`src/rtl/core/hid_to_ps2_scancode_translator_defines.svh`:
```
// Assertion helpers for the translator RTL.
`ifndef HID_TO_PS2_SCANCODE_TRANSLATOR_DEFINES_SVH
`define HID_TO_PS2_SCANCODE_TRANSLATOR_DEFINES_SVH

// Same-cycle implication, disabled during reset.
`define H2PS_ASSERT_IMPLY(label, clk, rst, ante, cons) \
   label: assert property (@(posedge clk) disable iff (rst) (ante) |-> (cons)) \
      else $error("h2ps check failed");

// Next-cycle implication, disabled during reset.
`define H2PS_ASSERT_NEXT(label, clk, rst, ante, cons) \
   label: assert property (@(posedge clk) disable iff (rst) (ante) |=> (cons)) \
      else $error("h2ps check failed");

`endif

```
`src/rtl/core/h2ps_pkg.sv`:
```
package h2ps_pkg;

   localparam logic [15:0] HidPageKeyboard = 16'h0007;
   localparam logic [15:0] ModFirst        = 16'h00E0;
   localparam logic [15:0] ModLast         = 16'h00E7;
   localparam logic [7:0]  BreakBit        = 8'h80;
   localparam logic [7:0]  PrefixByte      = 8'hE0;
   localparam int          KeyTableEntries = 83;

   localparam logic [1:0]  ReportArray     = 2'd0;
   localparam logic [1:0]  ReportVariable  = 2'd1;

   localparam logic [15:0] KeyCodes [KeyTableEntries] = '{
      16'h0000, 16'h0000, 16'h0000, 16'h0000, 16'h001e, 16'h0030, 16'h002e, 16'h0020,
      16'h0012, 16'h0021, 16'h0022, 16'h0023, 16'h0017, 16'h0024, 16'h0025, 16'h0026,
      16'h0032, 16'h0031, 16'h0018, 16'h0019, 16'h0010, 16'h0013, 16'h001f, 16'h0014,
      16'h0016, 16'h002f, 16'h0011, 16'h002d, 16'h0015, 16'h002c, 16'h0002, 16'h0003,
      16'h0004, 16'h0005, 16'h0006, 16'h0007, 16'h0008, 16'h0009, 16'h000a, 16'h000b,
      16'h001c, 16'h0001, 16'h000e, 16'h000f, 16'h0039, 16'h000c, 16'h000d, 16'h001a,
      16'h001b, 16'h002b, 16'h002b, 16'h0027, 16'h0028, 16'h0029, 16'h0033, 16'h0034,
      16'h0035, 16'h003a, 16'h003b, 16'h003c, 16'h003d, 16'h003e, 16'h003f, 16'h0040,
      16'h0041, 16'h0042, 16'h0043, 16'h0044, 16'h0057, 16'h0058, 16'he037, 16'h0046,
      16'he046, 16'he052, 16'he047, 16'he049, 16'he053, 16'he04f, 16'he051, 16'he04d,
      16'he04b, 16'he050, 16'he048
   };

   localparam logic [15:0] ModCodes [8] = '{
      16'h001d, 16'h002a, 16'h0038, 16'he05b,
      16'he01d, 16'h0036, 16'he038, 16'he05c
   };

   // Translated result of one event: up to two bytes.
   typedef struct packed {
      logic       emit;
      logic       prefix;
      logic       event_kind;
      logic [7:0] code;
   } xlate_type;

endpackage

```
`src/rtl/core/h2ps_xlate.sv`:
```
module h2ps_xlate #(
   parameter int TABLE_ENTRIES = 83
) (
   input  logic [15:0]          hid_page,
   input  logic [15:0]          usage,
   input  logic [1:0]           report_kind,
   input  logic                 pressed,
   input  logic [7:0]           mod_state,
   output h2ps_pkg::xlate_type  xlate,
   output logic [7:0]           mod_next
);
   import h2ps_pkg::*;

   logic        page_ok;
   logic        is_mod;
   logic [2:0]  mod_idx;
   logic        mod_was;
   logic [7:0]  idx;
   logic        idx_ok;
   logic [15:0] key_code;
   logic [15:0] mod_code;
   logic [15:0] sel_code;
   logic        release_evt;

   assign page_ok  = (hid_page == HidPageKeyboard);
   assign is_mod   = (report_kind == ReportVariable) && (usage >= ModFirst) &&
                     (usage <= ModLast);
   assign mod_idx  = usage[2:0];
   assign mod_was  = mod_state[mod_idx];
   assign idx      = usage[7:0];
   assign idx_ok   = ({1'b0, idx} < 9'(TABLE_ENTRIES)) &&
                     ({1'b0, idx} < 9'(KeyTableEntries));
   assign key_code = idx_ok ? KeyCodes[idx[6:0]] : 16'h0000;
   assign mod_code = ModCodes[mod_idx];
   assign sel_code = is_mod ? mod_code : key_code;
   assign release_evt = ~pressed;

   always_comb begin
      mod_next = mod_state;
      if (page_ok && is_mod) begin
         mod_next[mod_idx] = pressed;
      end
   end

   always_comb begin
      xlate.prefix     = (sel_code[15:8] != 8'h00);
      xlate.event_kind = release_evt;
      xlate.code       = sel_code[7:0] | (release_evt ? BreakBit : 8'h00);
      xlate.emit       = 1'b0;
      if (page_ok) begin
         if (is_mod) begin
            xlate.emit = (pressed != mod_was);
         end else if (report_kind == ReportArray || report_kind == ReportVariable) begin
            xlate.emit = idx_ok;
         end
      end
   end

endmodule

```
`src/rtl/core/hid_to_ps2_scancode_translator.sv`:
```
// HID keyboard event to PS/2 set-1 scancode translator. Each accepted event
// lands in an input register, is translated by one level of table and compare
// logic, and is loaded into a result register that sends its bytes on the rsp
// channel: the 0xE0 prefix beat (rsp_last low) first for two-byte codes, then
// the code beat with rsp_last high. The result register emits one beat per
// cycle while rsp_ready is high; events that produce nothing (other pages,
// other report kinds, usages past the table, unchanged modifiers) retire
// without loading it. The first beat becomes valid once the event has passed
// through the input register and then the result register. Modifier state
// (E0..E7, variable reports) clears on reset.
`include "hid_to_ps2_scancode_translator_defines.svh"

module hid_to_ps2_scancode_translator #(
   parameter int TABLE_ENTRIES = 83
) (
   input  logic        clock,
   input  logic        reset,
   input  logic        req_valid,
   output logic        req_ready,
   input  logic [15:0] req_hid_page,
   input  logic [15:0] req_usage,
   input  logic [1:0]  req_report_kind,
   input  logic        req_pressed,
   output logic        rsp_valid,
   input  logic        rsp_ready,
   output logic        rsp_event_kind,
   output logic [7:0]  rsp_scan_byte,
   output logic        rsp_last
);
   import h2ps_pkg::*;

   logic        in_valid_ff, in_valid_in;
   logic [15:0] in_page_ff, in_usage_ff;
   logic [1:0]  in_kind_ff;
   logic        in_pressed_ff;
   logic [7:0]  mod_ff, mod_in;
   logic [7:0]  mod_next;
   xlate_type   xlate;

   logic        out_valid_ff, out_valid_in;
   logic        out_prefix_ff, out_prefix_in;
   logic        out_kind_ff;
   logic [7:0]  out_code_ff;

   logic        req_take;
   logic        rsp_take;
   logic        out_done;
   logic        out_free;
   logic        s1_adv;
   logic        out_load;
   logic        prefix_take;
   logic        code_beat;

   h2ps_xlate #(
      .TABLE_ENTRIES (TABLE_ENTRIES)
   ) u_xlate (
      .hid_page    (in_page_ff),
      .usage       (in_usage_ff),
      .report_kind (in_kind_ff),
      .pressed     (in_pressed_ff),
      .mod_state   (mod_ff),
      .xlate       (xlate),
      .mod_next    (mod_next)
   );

   assign rsp_take = rsp_valid && rsp_ready;
   assign out_done = rsp_take && !out_prefix_ff;
   assign out_free = !out_valid_ff || out_done;
   assign s1_adv   = in_valid_ff && (!xlate.emit || out_free);
   assign out_load = s1_adv && xlate.emit;
   assign req_ready = !in_valid_ff || s1_adv;
   assign req_take  = req_valid && req_ready;

   assign rsp_valid      = out_valid_ff;
   assign rsp_event_kind = out_kind_ff;
   assign rsp_scan_byte  = out_prefix_ff ? PrefixByte : out_code_ff;
   assign rsp_last       = !out_prefix_ff;

   assign prefix_take = rsp_take && !rsp_last;
   assign code_beat   = rsp_valid && rsp_last;

   always_comb begin
      in_valid_in = in_valid_ff;
      if (req_take) begin
         in_valid_in = 1'b1;
      end else if (s1_adv) begin
         in_valid_in = 1'b0;
      end
      mod_in = s1_adv ? mod_next : mod_ff;
      out_valid_in  = out_valid_ff;
      out_prefix_in = out_prefix_ff;
      if (out_load) begin
         out_valid_in  = 1'b1;
         out_prefix_in = xlate.prefix;
      end else if (out_done) begin
         out_valid_in = 1'b0;
      end else if (rsp_take) begin
         // prefix beat gone, code beat next
         out_prefix_in = 1'b0;
      end
   end

   always_ff @(posedge clock) begin
      if (reset) begin
         in_valid_ff   <= 1'b0;
         mod_ff        <= 8'h00;
         out_valid_ff  <= 1'b0;
         out_prefix_ff <= 1'b0;
      end else begin
         in_valid_ff   <= in_valid_in;
         mod_ff        <= mod_in;
         out_valid_ff  <= out_valid_in;
         out_prefix_ff <= out_prefix_in;
      end
   end

   always_ff @(posedge clock) begin
      if (req_take) begin
         in_page_ff    <= req_hid_page;
         in_usage_ff   <= req_usage;
         in_kind_ff    <= req_report_kind;
         in_pressed_ff <= req_pressed;
      end
      if (out_load) begin
         out_kind_ff <= xlate.event_kind;
         out_code_ff <= xlate.code;
      end
   end

   // a prefix beat is always followed by its code beat of the same kind
   `H2PS_ASSERT_NEXT(a_prefix_code, clock, reset, prefix_take, code_beat && $stable(rsp_event_kind))
   // modifier state moves only when the held event retires
   `H2PS_ASSERT_NEXT(a_mod_hold, clock, reset, !s1_adv, $stable(mod_ff))
   // a modifier change always produces a make or break
   `H2PS_ASSERT_IMPLY(a_mod_change_emits, clock, reset, s1_adv && mod_next != mod_ff, xlate.emit)

endmodule

```
`config.mk`:
```
export PLATFORM = sky130hd
export DESIGN_NAME = hid_to_ps2_scancode_translator
export DESIGN_NICKNAME = d
export VERILOG_FILES = /design/src/rtl/core/h2ps_pkg.sv /design/src/rtl/core/h2ps_xlate.sv /design/src/rtl/core/hid_to_ps2_scancode_translator.sv
export VERILOG_INCLUDE_DIRS = /design/src /design/src/rtl/core
export SDC_FILE = /design/constraint.sdc
export NUM_CORES = 1
export LEC_CHECK = 0
export BUFFER_PORTS_ARGS = -buffer_cell sky130_fd_sc_hd__clkbuf_2
export CAP_MARGIN = 0
export CORE_MARGIN = 5
export CORE_UTILIZATION = 57
export DETAILED_ROUTE_END_ITERATION = 10
export HOLD_SLACK_MARGIN = 0.02
export PLACE_DENSITY_LB_ADDON = 0.3
export SLEW_MARGIN = 5
export SYNTH_ARGS = -nofsm -noshare
export SYNTH_HDL_FRONTEND = slang
export SYNTH_HIERARCHICAL = 1
export SYNTH_SLANG_ARGS = --single-unit
```
`constraint.sdc`:
```
create_clock -name clock -period 4.19 [get_ports clock]
set_clock_uncertainty 0.1 [all_clocks]
set_input_delay 1.257 -clock clock [delete_from_list [all_inputs] [get_ports clock]]
set_output_delay 1.257 -clock clock [all_outputs]
set_load 0.005 [all_outputs]
```
# --- After elaboration in Yosys (flattened, before gate mapping) ---
# Memory sizes are Yosys's and may differ from the RTL's.
# Index checks and enable logic that the tools add are counted.
word_totals:
  ff_bits: 55
  rom_bits: 2176
  input_bits: 39
  output_inout_bits: 12
  word_cells: 74
  mem_count: 2
memory_table:
  columns: ["name", "words", "width", "rd", "rd_ports_with_merged_regs", "wr", "line", "text"]
  rows:
  - ["(no name shown)", 128, 16, 1, 0, 0, "h2ps_xlate.sv:33", "assign key_code = idx_ok ? KeyCodes[idx[6:0]] : 16'h0000;"]
  - ["(no name shown)", 8, 16, 1, 0, 0, "h2ps_xlate.sv:34", "assign mod_code = ModCodes[mod_idx];"]
classes:
  n_lt_le_gt_ge: 7
  n_eq_ne: 4
  muxes: 23
  bitwise: 4
  n_reduce_logical: 24
op_table:
  columns: ["op", "n"]
  rows:
  - ["$mux W16", 6]
  - ["$eq A16 B3 Y1 const B", 1]
  - ["$ge A16 B8 Y1 const B", 1]
  - ["$le A16 B8 Y1 const B", 1]
  - ["$mux W8", 2]
  - ["$mux W1", 12]
  - ["$logic_and A1 B1 Y1", 9]
  - ["$bwmux W8", 1]
  - ["$ge A8 B8 Y1 const B", 1]
  - ["$lt A8 B7 Y1 const B", 1]
  - ["$not A7 Y8", 1]
  - ["$or A8 B8 Y8", 1]
  - ["$reduce_bool A8 Y1", 1]
  - ["$reduce_bool A2 Y1", 3]
  - ["$ge A4 B4 Y1 const B", 1]
  - ["$logic_not A1 Y1", 4]
  - ["$logic_or A1 B1 Y1", 4]
  - ["$lt A3 B4 Y1 const B", 1]
  - ["$not A3 Y4", 1]
  - ["$reduce_and A2 Y1", 2]
  - ["$bmux W1 S3", 1]
  - ["$demux W1 S3", 1]
  - ["$ge A3 B1 Y1 const B", 1]
  - ["$eq A2 B1 Y1 const B", 1]
  - ["4 further kinds", 4]

# --- Longest topological paths before layout ---
# Gate-level depths: netlist of the first run.
logic_depth:
  ltp_word: 11
  depth_mapped: 10

# --- Cells and area by module ---
# Netlist of the first run, hierarchy kept.
by_module_without_submodules:
  columns: ["mod", "instances", "cells_each", "area_each_um2", "seq_area_each_um2"]
  rows:
  - ["hid_to_ps2_scancode_translator", 1, 108, 1899.3, 1541.5]
  - ["h2ps_xlate", 1, 189, 1316.3, 0.0]

# --- Least setup slack after synthesis of the first run ---
# No wires, ideal clock.
synth_timing:
  path_type: "register -> output"
  from: "register in_usage_ff[2]"
  to: "output req_ready"
  arrival_ns: 1.848
  slack_ns: 0.985
  path_stages_with_launch: 9
  n_path_buf: 2
  cell_sequence: "edfxtp_1 > buf_4 > buf_2 > nor3_1 > o21bai_1 > a21oi_2 > a2bb2oi_1 > nor2_1 > nand4_1"
synth_lines:
  columns: ["element", "line", "text"]
  rows:
  - ["start, declared", "hid_to_ps2_scancode_translator.sv:33", "logic [15:0] in_page_ff, in_usage_ff;"]
  - ["start signal, assigned", "hid_to_ps2_scancode_translator.sv:120", "in_usage_ff <= req_usage;"]
  - ["end, declared", "hid_to_ps2_scancode_translator.sv:19", "output logic req_ready,"]

==> results.toml, run 1 <==
[run_status]
status = "finished, final reports clean"

[final_layout]
drive_above_1_share = 0.244
mostFrequentLayoutCell = "clkbuf_2"
finalNonFillerCells = 416
seqCellArea_um2 = 1540
fillers = 447
multi_input_comb_area_um2 = 1530
antenna-diode-count = 0
nets = 394
final_cell_mix = "clkbuf_2 (50), edfxtp_1 (44), nand2_1 (30)"
area_growth_pct = 12.8

[yosys]
syn_area_um2 = 3220
synth_simple_gate_area_frac = 0.187
synthAdderAreaFrac = 0.0467
async_reset_ff_frac = 0
synth_cell_types = 54
syn_inst = 297
ys_ff_latch = 55
synth.area.mux_share = 0.0996
ys_seq_area_frac = 0.479
ys.flop_type = "edfxtp_1"
syn_avg_cell_area_um2 = 10.8
ys_warn_count = 6
synthXorXnorAreaFrac = 0.00272
synth_enable_flop_cells = 44
synth_compound_area_frac = 0.141
synth_top_family_by_area = "simple AND/OR/NAND/NOR gates"
syn_nets = 348

[timing]
hold_violations = 0
finalSetupViolCount = 0
relSlewSlack = 0.473
period_needed_ns = 3.81
fmax_mhz = 262
grt_setup_unrepaired = "no"
tns_ns = 0
whs_ns = 0.396
worstMarginPinSlew_ns = 0.790
drv_slew = 0
fin_crit_sh = 0.910

[clock_network]
clock_latency_ns = 0.30
holdBufCountCts = 0
cts_sinks = 55
cts_tree = "yes"
cts_buffers = 5
cts_root_buf = "clkbuf_8"
cts_setup_buffers = 0
post_cts_resized = 0
htreeDepth = 2
cts.clk_slew.worst_paths_ns = 0.10
clock_path_buffers = 2

[floorplan]
die_area_um2 = 7240
core_area_um2 = 5510
die_w_um = 85.1
die-height_um = 85.1
ioPinCount = 51
initial_core_util = 0.584
rows = 27

[grt]
antenna_found_initial = 0
met1_usage = 0.264
use_met3 = 0.0301
grt.total_usage = 0.192
grt_max_degree = 36
grt_pass1_wl_mm = 11.2
met2_usage = 0.308
grt.busiest_layer = "met2"
grt_pass1_vias = 2358
grt_overflow = 0

[worst_setup_path]
cp.arrival_ns = 2.46
crit_required_ns = 2.83
crit_fanout = 13
critPathLaunchType = "flop"
critPathKind = "flop to output pin"
worstSetupEndpointType = "output pin"

[power_and_ir_drop]
powerDensity_nw_per_um2 = 319
peakVddDrop_v = 0.000254
p_leak_nw = 1.41

[placed_design]
dpl.cell_count = 408
place_congestion = 0.949
io_buffer_count = 50
dp_hpwl_mm = 5.01

[drt]
vias = 2461
wl_per_cell_um = 16.4
drc = 0
routed_via_density = 5.92
drtPass1Iterations = 4
drtIter0Drc = 215
wl_mm = 6.82
ant_nets = 0

[worst_hold_path]
hp-class = "flop to flop"

[flow_run]
max-cap-violations = 0
==> critical path: stages (launching register included) <==
cell	delay, ns
edfxtp_1	0.52
buf_4	0.23
ha_1	0.26
nor3_1	0.15
o21bai_1	0.10
a21oi_2	0.19
a2bb2oi_1	0.08
nor2_1	0.29
nand4_1	0.19
clkbuf_2	0.15
==> per-stage QoR <==
stage / area, µm² / total power [W] / util / setup slack (ns)
global route: 3630 / 0.00121 / 0.659 / 0.152
detailed placement: 3520 / 0.000847 / 0.640 / 0.706
global placement: 3520 / 0.000845 / 0.640 / 0.747
finish: 3630 / 0.00116 / 0.659 / 0.377
floorplan: 3220 / 0.000786 / - / 0.985
CTS: 3630 / 0.00117 / 0.659 / 0.356
==> registers in the layout, indices dropped and copies added, names as in the netlist <==
signal,cells
in_page_ff,16
in_usage_ff,16
mod_ff,8
out_code_ff,8
in_kind_ff,2
in_pressed_ff,1
in_valid_ff,1
out_prefix_ff,1
rsp_event_kind,1
rsp_valid,1
==> final cells by class <==
class	instances	share of cell area
well taps	72	0.0248
flip-flops and latches	55	0.425
repair buffers	59	0.0876
clock buffers	6	0.0228
clock inverters	2	0.00552
inverters	11	0.0114
multi-input cells	211	0.423
==> layer usage <==
metal  share of wire  wire, µm  up-vias
li1                -         -     1186
met1            0.43      2960     1132
met2            0.47      3190      127
met3           0.080       545       16
met4           0.019       130        0
met5               0         0        -
==> cell families after synthesis <==
family | count (synthesis)
AOI/OAI and AO/OA | 68
xor gates and xnor gates | 1
adders and majority gates | 12
buffers and inverters | 31
DFF | 55
muxes | 27
and+or+nand+nor | 103
==> report_power, final <==
group	switching, W	internal (W)
sequential	0.0000193	0.000621
combinational	0.000116	0.0000824
clock	0.000179	0.000140
total	0.000315	0.000843
==> cell usage after synthesis, types with 2 or more instances <==
cell | instances | area [µm²]
nor3_1 | 3 | 15.0
nand3b_1 | 3 | 22.5
dfxtp_1 | 11 | 220
inv_1 | 9 | 33.8
nand4_1 | 3 | 18.8
nand2_1 | 30 | 113
mux2i_1 | 14 | 140
clkbuf_1 | 7 | 26.3
nand2b_1 | 21 | 131
nor4b_2 | 4 | 60.1
and2_1 | 2 | 12.5
mux2_2 | 2 | 22.5
edfxtp_1 | 44 | 1320
nor2_1 | 9 | 33.8
o22ai_1 | 5 | 31.3
a211o_1 | 2 | 17.5
buf_4 | 3 | 22.5
o211ai_1 | 3 | 22.5
mux4_2 | 3 | 67.6
mux2_1 | 8 | 90.1
o31ai_1 | 3 | 22.5
buf_2 | 10 | 50.1
or2_1 | 3 | 18.8
ha_1 | 12 | 150
a21oi_1 | 21 | 105
nor3b_1 | 2 | 15.0
and3_1 | 3 | 18.8
nor2b_1 | 8 | 50.1
o21bai_1 | 2 | 15.0
a211oi_1 | 5 | 37.5
o21ai_0 | 12 | 60.1
nor4_1 | 6 | 37.5
nand3_1 | 3 | 15.0
==> path summary, 6_finish.rpt <==
| kind | startpoint | end | slack [ns] | cells after the start |
|---|---|---|---|---|
| max | in_usage_ff[0] | req_ready | 0.38 | 9 |
| min | mod_ff[3] | mod_ff[3] | 0.40 | 2 |
| max reg2reg | in_usage_ff[0] | out_code_ff[4] | 1.12 | 9 |
| min reg2reg | mod_ff[3] | mod_ff[3] | 0.40 | 2 |
Power figures use the tool's default switching activity.
==> run 2: changes to the inputs <==
--- a/config.mk
+++ b/config.mk
@@ -12,7 +12,7 @@
 export CORE_UTILIZATION = 57
 export DETAILED_ROUTE_END_ITERATION = 10
 export HOLD_SLACK_MARGIN = 0.02
-export PLACE_DENSITY_LB_ADDON = 0.3
+export PLACE_DENSITY = 0.8
 export SLEW_MARGIN = 5
 export SYNTH_ARGS = -nofsm -noshare
 export SYNTH_HDL_FRONTEND = slang
==> run 2 against run 1 <==
Net effect:
- global-route usage rose by 0.71 points
- clock power fell by 5%
- non-clock buffer count fell by 1
- cell count fell by 0.24%
- count of clock-buffer cells in the layout fell by 1
- combinational power barely moved
- setup slack got worse by 0.027 ns
- maximum frequency fell by 0.70%
- first-iteration DRC count did not move
- critical endpoint unchanged
- highest routed layer unchanged
==> results.toml, run 2 (synthesized netlist as in run 1, its figures left out) <==
[run_status]
status = "finished, final reports clean"

[timing]
fmax_mhz = 260
tns_ns = 0
drv_slew = 0
finalSetupViolCount = 0
period_needed_ns = 3.84
worstMarginPinSlew_ns = 0.779
grt_setup_unrepaired = "no"
relSlewSlack = 0.481
fin_ws_ns = 0.350
hold_violations = 0
fin_crit_sh = 0.916

[power_and_ir_drop]
power_frac_seq = 0.561
p_leak_nw = 1.41
swShare = 0.279
switchingPower_w = 0.000318
p_total_w = 0.00114
peakVddDrop_v = 0.000295
power_frac_clock = 0.265
combPwrFrac = 0.174
internal-power_w = 0.000824
powerDensity_nw_per_um2 = 317

[drt]
ant_nets = 0
vias = 2443
wl_per_cell_um = 16.9
routed_via_density = 5.89
drtIter0Drc = 215
drtPass1Iterations = 5
drc = 0
wl_mm = 7.03

[worst_setup_path]
r2r_slack_ns = 1.11
worstSetupEndpointType = "output pin"
critPathLaunchType = "flop"
cp.arrival_ns = 2.48
reg2regPathDepth = 9
critPathKind = "flop to output pin"
crit_required_ns = 2.83
crit_fanout = 14

[placed_design]
place_congestion = 0.916
dp_hpwl_mm = 5.05
io_buffer_count = 50
pre_cts_ws_ns = 0.711

[grt]
grt_pass1_wl_mm = 11.6
antenna_found_initial = 0
grt_max_degree = 36
grt_overflow = 0
grt_pass1_vias = 2417
grt.total_usage = 0.199

[floorplan]
die_w_um = 85.1
ioPinCount = 51
die-height_um = 85.1
rows = 27
die_area_um2 = 7240
initial_core_util = 0.584
core_area_um2 = 5510

[final_layout]
top_regs = "in_page_ff (16), in_usage_ff (16)"
antenna-diode-count = 0
mostFrequentLayoutCell = "clkbuf_2"
final_cell_mix = "clkbuf_2 (50), edfxtp_1 (44), nand2_1 (30)"
drive_above_1_share = 0.242
nets = 393
area_growth_pct = 12.2

[clock_network]
cts_root_buf = "clkbuf_8"
clock_latency_ns = 0.30
htreeDepth = 2
clock_path_buffers = 2
cts_sinks = 55
cts_buffers = 5
cts_setup_buffers = 0
post_cts_resized = 0
cts.clk_slew.worst_paths_ns = 0.10
holdBufCountCts = 0
cts_tree = "yes"

[worst_hold_path]
holdPathStages = 2
hp-class = "flop to flop"

[flow_run]
max-cap-violations = 0
## run 2: path summary, 6_finish.rpt
check | to | start
setup / recovery | req_ready | in_usage_ff[0]
hold / removal | mod_ff[1] | mod_ff[1]
setup reg to reg | out_code_ff[3] | in_usage_ff[0]
hold reg to reg | mod_ff[1] | mod_ff[1]
## run 2: critical path, stage by stage (launching register included)
cell,delay [ns]
edfxtp_1,0.47
buf_4,0.24
ha_1,0.29
nor3_1,0.16
o21bai_1,0.10
a21oi_2,0.18
a2bb2oi_1,0.08
nor2_1,0.31
nand4_1,0.19
clkbuf_2,0.15
## run 2: per-stage QoR
| stage | utilization | std cells | cell area (µm²) | hold slack [ns] |
|---|---|---|---|---|
| CTS | 0.655 | 415 | 3610 | 0.401 |
| global route | 0.655 | 415 | 3610 | 0.424 |
| finish | 0.655 | 415 | 3610 | 0.399 |
| global placement | 0.639 | 407 | 3520 | 0.375 |
| detailed placement | 0.639 | 407 | 3520 | 0.380 |
| floorplan | - | 297 | 3220 | 0.356 |
## run 2: layout make-up
type / instances / area (µm²)
clock inverters: 3 / 22.5
fillers: 424 / 1900
clock buffers: 5 / 68.8
multi-input cells: 211 / 1530
flip-flops and latches: 55 / 1540
inverters: 11 / 41.3
repair buffers: 58 / 310
well taps: 72 / 90.1
## run 2: per-layer routing
metal,share of wire,GRT usage,vias up
met5,0,0,-
met1,0.43,0.266,1126
li1,-,-,1184
met3,0.075,0.0466,12
met2,0.47,0.314,121
met4,0.017,0.0791,0
## run 2: power by group through the flow
stage                     combinational (W)  sequential, W  clock (W)
after global routing               0.000217       0.000645   0.000337
after detailed placement           0.000193       0.000654          0
after floorplan                    0.000138       0.000647          0
after CTS                          0.000194       0.000641   0.000311
final                              0.000198       0.000641   0.000303
after global placement             0.000192       0.000653          0
==> run 3: changes to the inputs <==
--- a/config.mk
+++ b/config.mk
@@ -6,13 +6,14 @@
 export SDC_FILE = /design/constraint.sdc
 export NUM_CORES = 1
 export LEC_CHECK = 0
+export ABC_AREA = 1
 export BUFFER_PORTS_ARGS = -buffer_cell sky130_fd_sc_hd__clkbuf_2
 export CAP_MARGIN = 0
 export CORE_MARGIN = 5
-export CORE_UTILIZATION = 57
+export CORE_UTILIZATION = 58
 export DETAILED_ROUTE_END_ITERATION = 10
 export HOLD_SLACK_MARGIN = 0.02
-export PLACE_DENSITY = 0.8
+export PLACE_DENSITY = 0.81
 export SLEW_MARGIN = 5
 export SYNTH_ARGS = -nofsm -noshare
 export SYNTH_HDL_FRONTEND = slang
==> run 3 against run 2 <==
Net effect:
- setup slack lost 0.027 ns
- maximum frequency decreased by 0.70%
- critical path depth increased by 3
- sequential power up 3%
- register-to-register slack improved by 0.18 ns
- first-iteration DRC count is 83% higher
- highest routed layer unchanged
- sequential share of layout area is 3.0 points lower
==> results.toml, run 3 <==
[worst_setup_path]
critPathLaunchType = "flop"
worstSetupEndpointType = "output pin"
reg2regPathDepth = 14
critPathKind = "flop to output pin"
r2r_slack_ns = 1.29
crit_fanout = 17
r2r-end = "in_usage_ff[15]"
cp.arrival_ns = 2.51
crit_required_ns = 2.83
worstReg2RegStart = "in_usage_ff[0]"

[yosys]
ys_warn_count = 6
ys_seq_area_frac = 0.433
synth.area.top_cells = "edfxtp_1 (37%), nand2_1 (16%), dfxtp_1 (6.2%), nand3_1 (6.0%), inv_1 (4.7%)"
syn_inst = 470
synth_enable_flop_cells = 44
async_reset_ff_frac = 0
synth_top_area_frac = 0.371
syn_avg_cell_area_um2 = 7.57
yosys-top-cells-count = "nand2_1 (153), inv_1 (45), edfxtp_1 (44), nor2_1 (44), nand3_1 (43)"
ys.flop_type = "edfxtp_1"
syn_area_um2 = 3560
yosysTopAreaCell = "edfxtp_1"
ys_ff_latch = 55
yosysMostFrequentCell = "nand2_1"
synth_cell_types = 30
syn_nets = 521

[worst_hold_path]
holdPathStages = 2
holdPathEnd = "mod_ff[3]"
hp-class = "flop to flop"
hold_start = "mod_ff[3]"

[drt]
drtIter0Drc = 393
drtPass1Iterations = 5
wl_mm = 8.42
vias = 3207
drc = 0
routed_via_density = 5.44
ant_nets = 0
wl_per_cell_um = 14.3

[timing]
period_needed_ns = 3.87
fin_crit_sh = 0.923
relSlewSlack = 0.590
worstMarginPinSlew_ns = 0.614
grt_setup_unrepaired = "no"
tns_ns = 0
hold_violations = 0
finalSetupViolCount = 0
drv_slew = 0
fin_ws_ns = 0.323
fmax_mhz = 259

[floorplan]
core_area_um2 = 5960
die_area_um2 = 7800
die-height_um = 88.3
ioPinCount = 51
initial_core_util = 0.597
die_w_um = 88.3
rows = 28

[clock_network]
cts_tree = "yes"
htreeDepth = 2
clock_latency_ns = 0.31
cts_buffers = 5
clock_path_buffers = 2
post_cts_resized = 0
cts.clk_slew.worst_paths_ns = 0.11
cts_sinks = 55
holdBufCountCts = 0
cts_root_buf = "clkbuf_8"
cts_setup_buffers = 0

[placed_design]
pre_cts_ws_ns = 0.700
io_buffer_count = 50
dpl_cell_area_um2 = 3790
dp_hpwl_mm = 6.47
place_congestion = 0.981

[grt]
grt_max_degree = 36
grt_overflow = 0
grt_pass1_vias = 3080
grt.total_usage = 0.234
grt_pass1_wl_mm = 14.2
antenna_found_initial = 0

[run_status]
status = "finished, final reports clean"

[final_layout]
final_cell_mix = "nand2_1 (153), clkbuf_2 (50), inv_1 (45)"
nets = 564
antenna-diode-count = 0
top_regs = "in_page_ff (16), in_usage_ff (16)"
final_util = 0.652
fin_area_um2 = 3880
drive_above_1_share = 0.181
fillers = 530
area_growth_pct = 9.14
mostFrequentLayoutCell = "nand2_1"

[power_and_ir_drop]
peakVddDrop_v = 0.000275
p_leak_nw = 1.81
powerDensity_nw_per_um2 = 309

[flow_run]
max-cap-violations = 0
-- run 3: cell types whose count changed in the layout (fill, tap and decap cells not counted), moves of 6 or more --
cell      previous run  this run
mux2i_1             14         0
inv_2                1         9
nor2b_1              8         0
mux2_1               8         0
nor4_1               6         0
nand2b_1            21         0
nor2_1               9        44
o21ai_1              1        13
nand2_1             30       153
nand4_1              3        13
nand3_1              3        43
a21oi_1             21        15
inv_1                9        45
-- run 3: worst max-delay path by stage --
stage / endpoint / startpoint / slack [ns] / depth (start not counted)
after floorplan: req_ready / in_usage_ff[1] / 1.21 / 11
after CTS: req_ready / in_usage_ff[0] / 0.35 / 12
final: req_ready / in_usage_ff[0] / 0.32 / 12
after global placement: req_ready / in_usage_ff[0] / 0.77 / 12
after detailed placement: req_ready / in_usage_ff[0] / 0.70 / 12
after global routing: req_ready / in_usage_ff[0] / 0.08 / 12
-- run 3: through the flow --
stage                     total power, W  instances  hold WS, ns
after floorplan                 0.000837        470        0.352
after global placement          0.000902        581        0.375
after detailed placement        0.000901        581        0.385
after CTS                        0.00120        589        0.411
after global routing             0.00127        589        0.433
final                            0.00120        589        0.404
-- run 3: critical path, stage by stage (launching register included) --
cell and delay [ns]:
edfxtp_1 0.66, ha_1 0.35, inv_1 0.16, nand3_1 0.09
nand2_1 0.10, nand2_2 0.08, inv_2 0.10, nand2_1 0.05
o21ai_1 0.07, nand2_1 0.07, inv_1 0.14, nand4_1 0.16
clkbuf_2 0.16
-- run 3: logic make-up after synthesis --
group                      Yosys count  share of synthesized area
DFF                                 55                      0.433
AOI/OAI and AO/OA                   49                     0.0756
buffers and inverters               78                      0.107
and+or+nand+nor                    276                      0.342
adders and majority gates           12                     0.0422
-- run 3: area by class of cell --
| class | instances | area, µm² | share of cell area |
|---|---|---|---|
| multi-input cells | 337 | 1640 | 0.422 |
| flip-flops and latches | 55 | 1540 | 0.397 |
| repair buffers | 55 | 288 | 0.0741 |
| inverters | 59 | 226 | 0.0583 |
| well taps | 75 | 93.8 | 0.0242 |
| clock buffers | 5 | 68.8 | 0.0177 |
| clock inverters | 3 | 27.5 | 0.00709 |
-- run 3: power breakdown --
part | internal (W) | switching [W]
logic | 0.0000835 | 0.000154
clock network | 0.000123 | 0.000183
registers | 0.000626 | 0.0000314
-- run 3: metal layers --
metal  global-route usage  vias up  wire length, µm
met1                0.300     1407             3590
met4               0.0632        0              181
met5                    0        -                0
met3               0.0540       19              739
met2                0.399      168             3910
li1                     -     1613                -
